File: src/hw/rtl/bbsf_pkg.sv
`timescale 1ns / 1ps
`default_nettype none

package bbsf_pkg;

    localparam logic [1:0] ACT_WRITE = 2'd0;
    localparam logic [1:0] ACT_PEEK  = 2'd1;
    localparam logic [1:0] ACT_POP   = 2'd2;
    localparam logic [1:0] ACT_END   = 2'd3;

    localparam logic [10:0] CAP_RESET = 11'd1024;

    typedef struct packed {
        logic [1:0] action;
        logic [7:0] data_byte;
        logic [6:0] run_length;
    } cmd_t;

    typedef struct packed {
        logic [7:0]  out_byte;
        logic        byte_valid;
        logic        run_last;
        logic        accepted;
        logic [6:0]  popped_count;
        logic [10:0] fill_level;
        logic [10:0] room_left;
        logic [47:0] total_written;
        logic [47:0] total_read;
        logic        input_closed;
        logic        stream_done;
    } result_t;

endpackage

`default_nettype wire

File: src/hw/rtl/bbsf_status.sv
`timescale 1ns / 1ps
`default_nettype none

module bbsf_status
    import bbsf_pkg::*;
#(
    parameter int WIDE = 11
)(
    input  wire logic [WIDE-1:0] cap_eff,
    input  wire logic [WIDE-1:0] fill,
    input  wire logic [47:0]     total_wr,
    input  wire logic [47:0]     total_rd,
    input  wire logic            closed,
    input  wire logic [7:0]      out_byte,
    input  wire logic            byte_valid,
    input  wire logic            run_last,
    input  wire logic            accepted,
    input  wire logic [6:0]      popped,
    output result_t              res
);

    logic [WIDE-1:0] room;

    // room saturates at zero when capacity was lowered below the fill
    assign room = (cap_eff > fill) ? (cap_eff - fill) : '0;

    always_comb
    begin
        res.out_byte      = out_byte;
        res.byte_valid    = byte_valid;
        res.run_last      = run_last;
        res.accepted      = accepted;
        res.popped_count  = popped;
        res.fill_level    = fill[10:0];
        res.room_left     = room[10:0];
        res.total_written = total_wr;
        res.total_read    = total_rd;
        res.input_closed  = closed;
        res.stream_done   = closed && (fill == '0);
    end

endmodule

`default_nettype wire

File: config.mk
export PLATFORM = sky130hd
export DESIGN_NAME = bbsf_status
export DESIGN_NICKNAME = d
export VERILOG_FILES = /design/src/hw/rtl/bbsf_pkg.sv /design/src/hw/rtl/bbsf_status.sv
export SDC_FILE = /design/constraint.sdc
export NUM_CORES = 1
export LEC_CHECK = 0
export BUFFER_PORTS_ARGS = -buffer_cell sky130_fd_sc_hd__buf_4
export CORE_AREA = 2 2 107 109
export DETAILED_ROUTE_END_ITERATION = 10
export DIE_AREA = 0 0 109 111
export SLEW_MARGIN = 5
export SYNTH_ARGS = -nofsm -noshare
export SYNTH_HDL_FRONTEND = slang
export SYNTH_SLANG_ARGS = --single-unit
File: constraint.sdc
create_clock -name vclk -period 6.2
set_input_delay 1.24 -clock vclk [all_inputs]
set_output_delay 1.24 -clock vclk [all_outputs]
set_load 0.05 [all_outputs]
Word level (Yosys, flattened, before mapping)
Index checks and enable logic that the tools add are counted.

storage, ports and cells
  input port bits = 137
  bits in registers = 0
  logic and storage cells = 5
  output and inout port bits = 138

operators by class
  add/sub/neg operators = 1
  $lt $le $gt $ge = 1
  reduce and logical (&&, ||, !) cells = 2
  multiplexer cells = 1

operator list
  cell               count
  $gt 11x11->1       1
  $logic_not 11->1   1
  $mux 11            1
  $sub 11x11->11     1
  $logic_and 1x1->1  1

Depth between registers and ports, before layout
  depth after elaboration = 2
  gate-level depth with buffers = 8
  depth with buffers taken out = 8

Least setup slack after synthesis
OpenSTA, ideal clock, no wires.

  kind = in2out
  start point = input fill[1]
  end point = output res[107] in the netlist's numbering
  required time = 4.960 ns
  path buffers = 0
  cell stages on the path = 6
  arrival = 3.938 ns
  setup slack = 1.022 ns
  cell sequence = inv_1 ha_1 nor2b_1 o2111ai_1 a211o_1 a2111oi_1

RTL lines
  what                RTL line           text
  start: declaration  bbsf_status.sv:10  input wire logic [WIDE-1:0] fill,
  end: declaration    bbsf_status.sv:19  output result_t res

==> run summary <==
Counting every instance in the synthesized netlist gives 226. The number of placed instances with taps included came out at 288. Achievable clock frequency: 0.220 GHz. The setup TNS after final layout came out at 0 ps.

The distinct cell type count of the synthesized netlist came out at 39. In this run the worst hold path is classified as in -> out. For hold timing, the worst endpoint is res[123]. For the final worst slack, the log shows 1650 ps. Hold violation total from the final report: 0. On the worst path, the slowest cell contributes a delay of 420 ps. The max-slew violation count is 0.

Data on the critical path arrives at its endpoint at 3310 ps. The count of routing violations after the opening detailed-route iteration was 57. Met3 usage: 0.0353.

Row generation in the floorplan step produced 39 rows. In this run the cell area of the synthesized design comes to 0.00163 sq mm. The repair_antennas step left the layout with diodes totalling 0. On the critical path, the stage with the largest delay is an instance of sky130_fd_sc_hd__fa_1. Summed over all instances, the cell type with the most area after synthesis is sky130_fd_sc_hd__buf_4. The logs give 0.0000551 V for the maximum vdd ir drop and 375 for the net count after synthesis. The run finished with clean final reports. In the routed layout, each cell is associated on average with a via count of 3.66. The logs give 275 for the number of primary I/O pins and 0.676 for the max-slew headroom at the worst pin. The net count of the finished layout is 296. The ratio of cells with drive above 1 in the final layout came out at 0.359. The number of antenna violations at the first check in global routing is 0, and the required time reported for the critical path endpoint is 4960 ps. The first global-routing pass estimated 6580 microns of wire.

The synthesis-to-layout area growth is -26.1%, and the combined buffer and inverter count along the critical path is 4. The class of the most critical setup path was in -> out. The met2 layer usage reported by global route is 0.101. Setup repair after global routing left no endpoint under its margin. The design has 0 sequential cells. The portion of the post-synthesis area used by sequential elements is 0. The signal on the critical path passes through buf_4, inv_1, ha_1, inv_1, fa_1, a211o_1, a21o_1, a311oi_1, nor3_1, buf_4. Count of clock buffers in the final design: 0.

Gate family responsible for the most delay along the worst path: compound AO/OA/AOI/OAI gates. Sorting the synthesized cells by area gives the leading types as sky130_fd_sc_hd__buf_4 (59%), sky130_fd_sc_hd__ha_1 (8.5%), sky130_fd_sc_hd__inv_1 (3.5%), sky130_fd_sc_hd__a21oi_1 (2.8%), sky130_fd_sc_hd__a21o_1 (2.3%). The busiest layer in global routing is met2. The area fraction of the dominant cell type after synthesis was 0.586. Transition time of the tightest slew-check pin: 473 ps. The final worst-path cycle share is 0.733, and the post-CTS setup buffer count is 0. At the end of routability-driven placement, the weighted congestion stood at 0.773. Count of input and output buffers: 47. For the DRC violation count after routing, the log shows 0. Setup violations remaining at the end of the flow were counted as 0.

Across the whole layout, storage elements account for 0 sq um. The worst setup path is launched from an input pin. A synthesized cell averages 7.20 sq um.

The number of hold buffers added after CTS was 0. The worst hold path begins at popped[3]. Final critical path time including I/O delays and setup: 4550 ps. The worst hold path passes through 0 cells. In this run the horizontal extent of the chip is 109 microns. At the placement stage, the worst setup path has a slack of 1700 ps. The logs give 0.0121 sq mm for the die outline area and 0 for the number of max-cap violations. Dividing the detail-routed wire length by the instance count gives 16.9 microns.

The detail route stage leaves a number of antenna-violating nets equal to 0. The post-route total power was 0.159 mW; the global-route usage over all layers was 0.0732. The detailed router placed 1055 vias in this run. The final global-route overflow total is 0, and the total wire length is 4860 microns. The count of TritonRoute iterations in the first routing pass was 4. The run gives 608 sq um as the multi-input combinational cell area. Global routing met1 resource utilization: 0.0807.

The Yosys warning count is 0. The tools report the number of fill cells in the layout as 1284. The total power per unit cell area works out to 132 mW/mm^2.

Leaving out filler cells and counting taps, the final layout contains 288. The maximum number of pins on one net before global-route repair was 12. The tools report the via count of the first global-routing pass as 1005. The floorplan core area came out at 0.0111 sq mm. The worst setup path is captured at an output pin. The starting density of the core is 0.147, and the biggest fanout along the worst timing path is 3. In this run the static leakage power is 0.582 nW. Final HPWL from detailed placement: 4320 microns. The die is 111 microns tall. The post-CTS resize count was 0.
==> per-stage QoR <==
step            util  area (sq um)  hold slack [ps]
2_1_floorplan      -          1630             2650
3_3_place_gp   0.109          1200             2480
3_5_place_dp   0.109          1200             2480
4_1_cts        0.109          1200             2480
5_1_grt        0.109          1200             2480
6_report       0.109          1200             2480
==> layer usage <==
| metal | share of wire | vias up |
|---|---|---|
| li1 | - | 464 |
| met1 | 0.35 | 446 |
| met2 | 0.39 | 93 |
| met3 | 0.15 | 52 |
| met4 | 0.10 | 0 |
| met5 | 0 | - |
==> final cells by class <==
class | instances | area share
Inverter | 15 | 0.0468
Multi-Input combinational cell | 82 | 0.505
Tap cell | 143 | 0.149
Timing Repair Buffer | 48 | 0.299
==> Yosys cell counts (all sizes together) <==
cell type,count
a211o,2
nor3,5
or3,1
nor2,7
xnor2,3
a311oi,1
xor2,1
nor4,2
ha,11
nand2,4
o211a,1
o21bai,1
fa,1
o21a,2
a2111oi,2
a21o,6
nand4,2
buf,129
o211ai,1
nor4b,1
o2111ai,1
o311ai,1
nor2b,1
a21oi,9
o21ai,3
nand3b,1
nand3,3
inv,15
and2,2
a211oi,2
and3,3
a31o,1
a22o,1
==> cells in the final DEF (no fill, tap or decap), drive strengths merged, types with 4 or more instances in the layout <==
cell type and count:
a21o 6, nand2 4, nor2 7, buf 48, inv 15, a21oi 9
ha 11, nor3 5
==> power by group <==
| group | switching, mW | internal, mW |
|---|---|---|
| logic | 0.103 | 0.0564 |
| clock network | 0 | 0 |
| registers | 0 | 0 |
| total | 0.103 | 0.0564 |
==> worst max path at each step <==
stage	endpoint	startpoint	cells past startpoint
2_1_floorplan	res[107]	fill[1]	6
6_report	res[108]	cap_eff[0]	10
5_1_grt	res[107]	fill[6]	9
3_5_place_dp	res[106]	cap_eff[0]	10
4_1_cts	res[106]	cap_eff[0]	10
3_3_place_gp	res[108]	cap_eff[0]	10
==> kinds of logic after synthesis <==
group	Yosys count	share of synthesized area
AOI/OAI and AO/OA	34	0.151
adders and majority gates	12	0.0968
and+or+nand+nor	32	0.104
xor gates and xnor gates	4	0.0215
buffers and inverters	144	0.626
No activity file was read; power rests on OpenSTA's default activity.
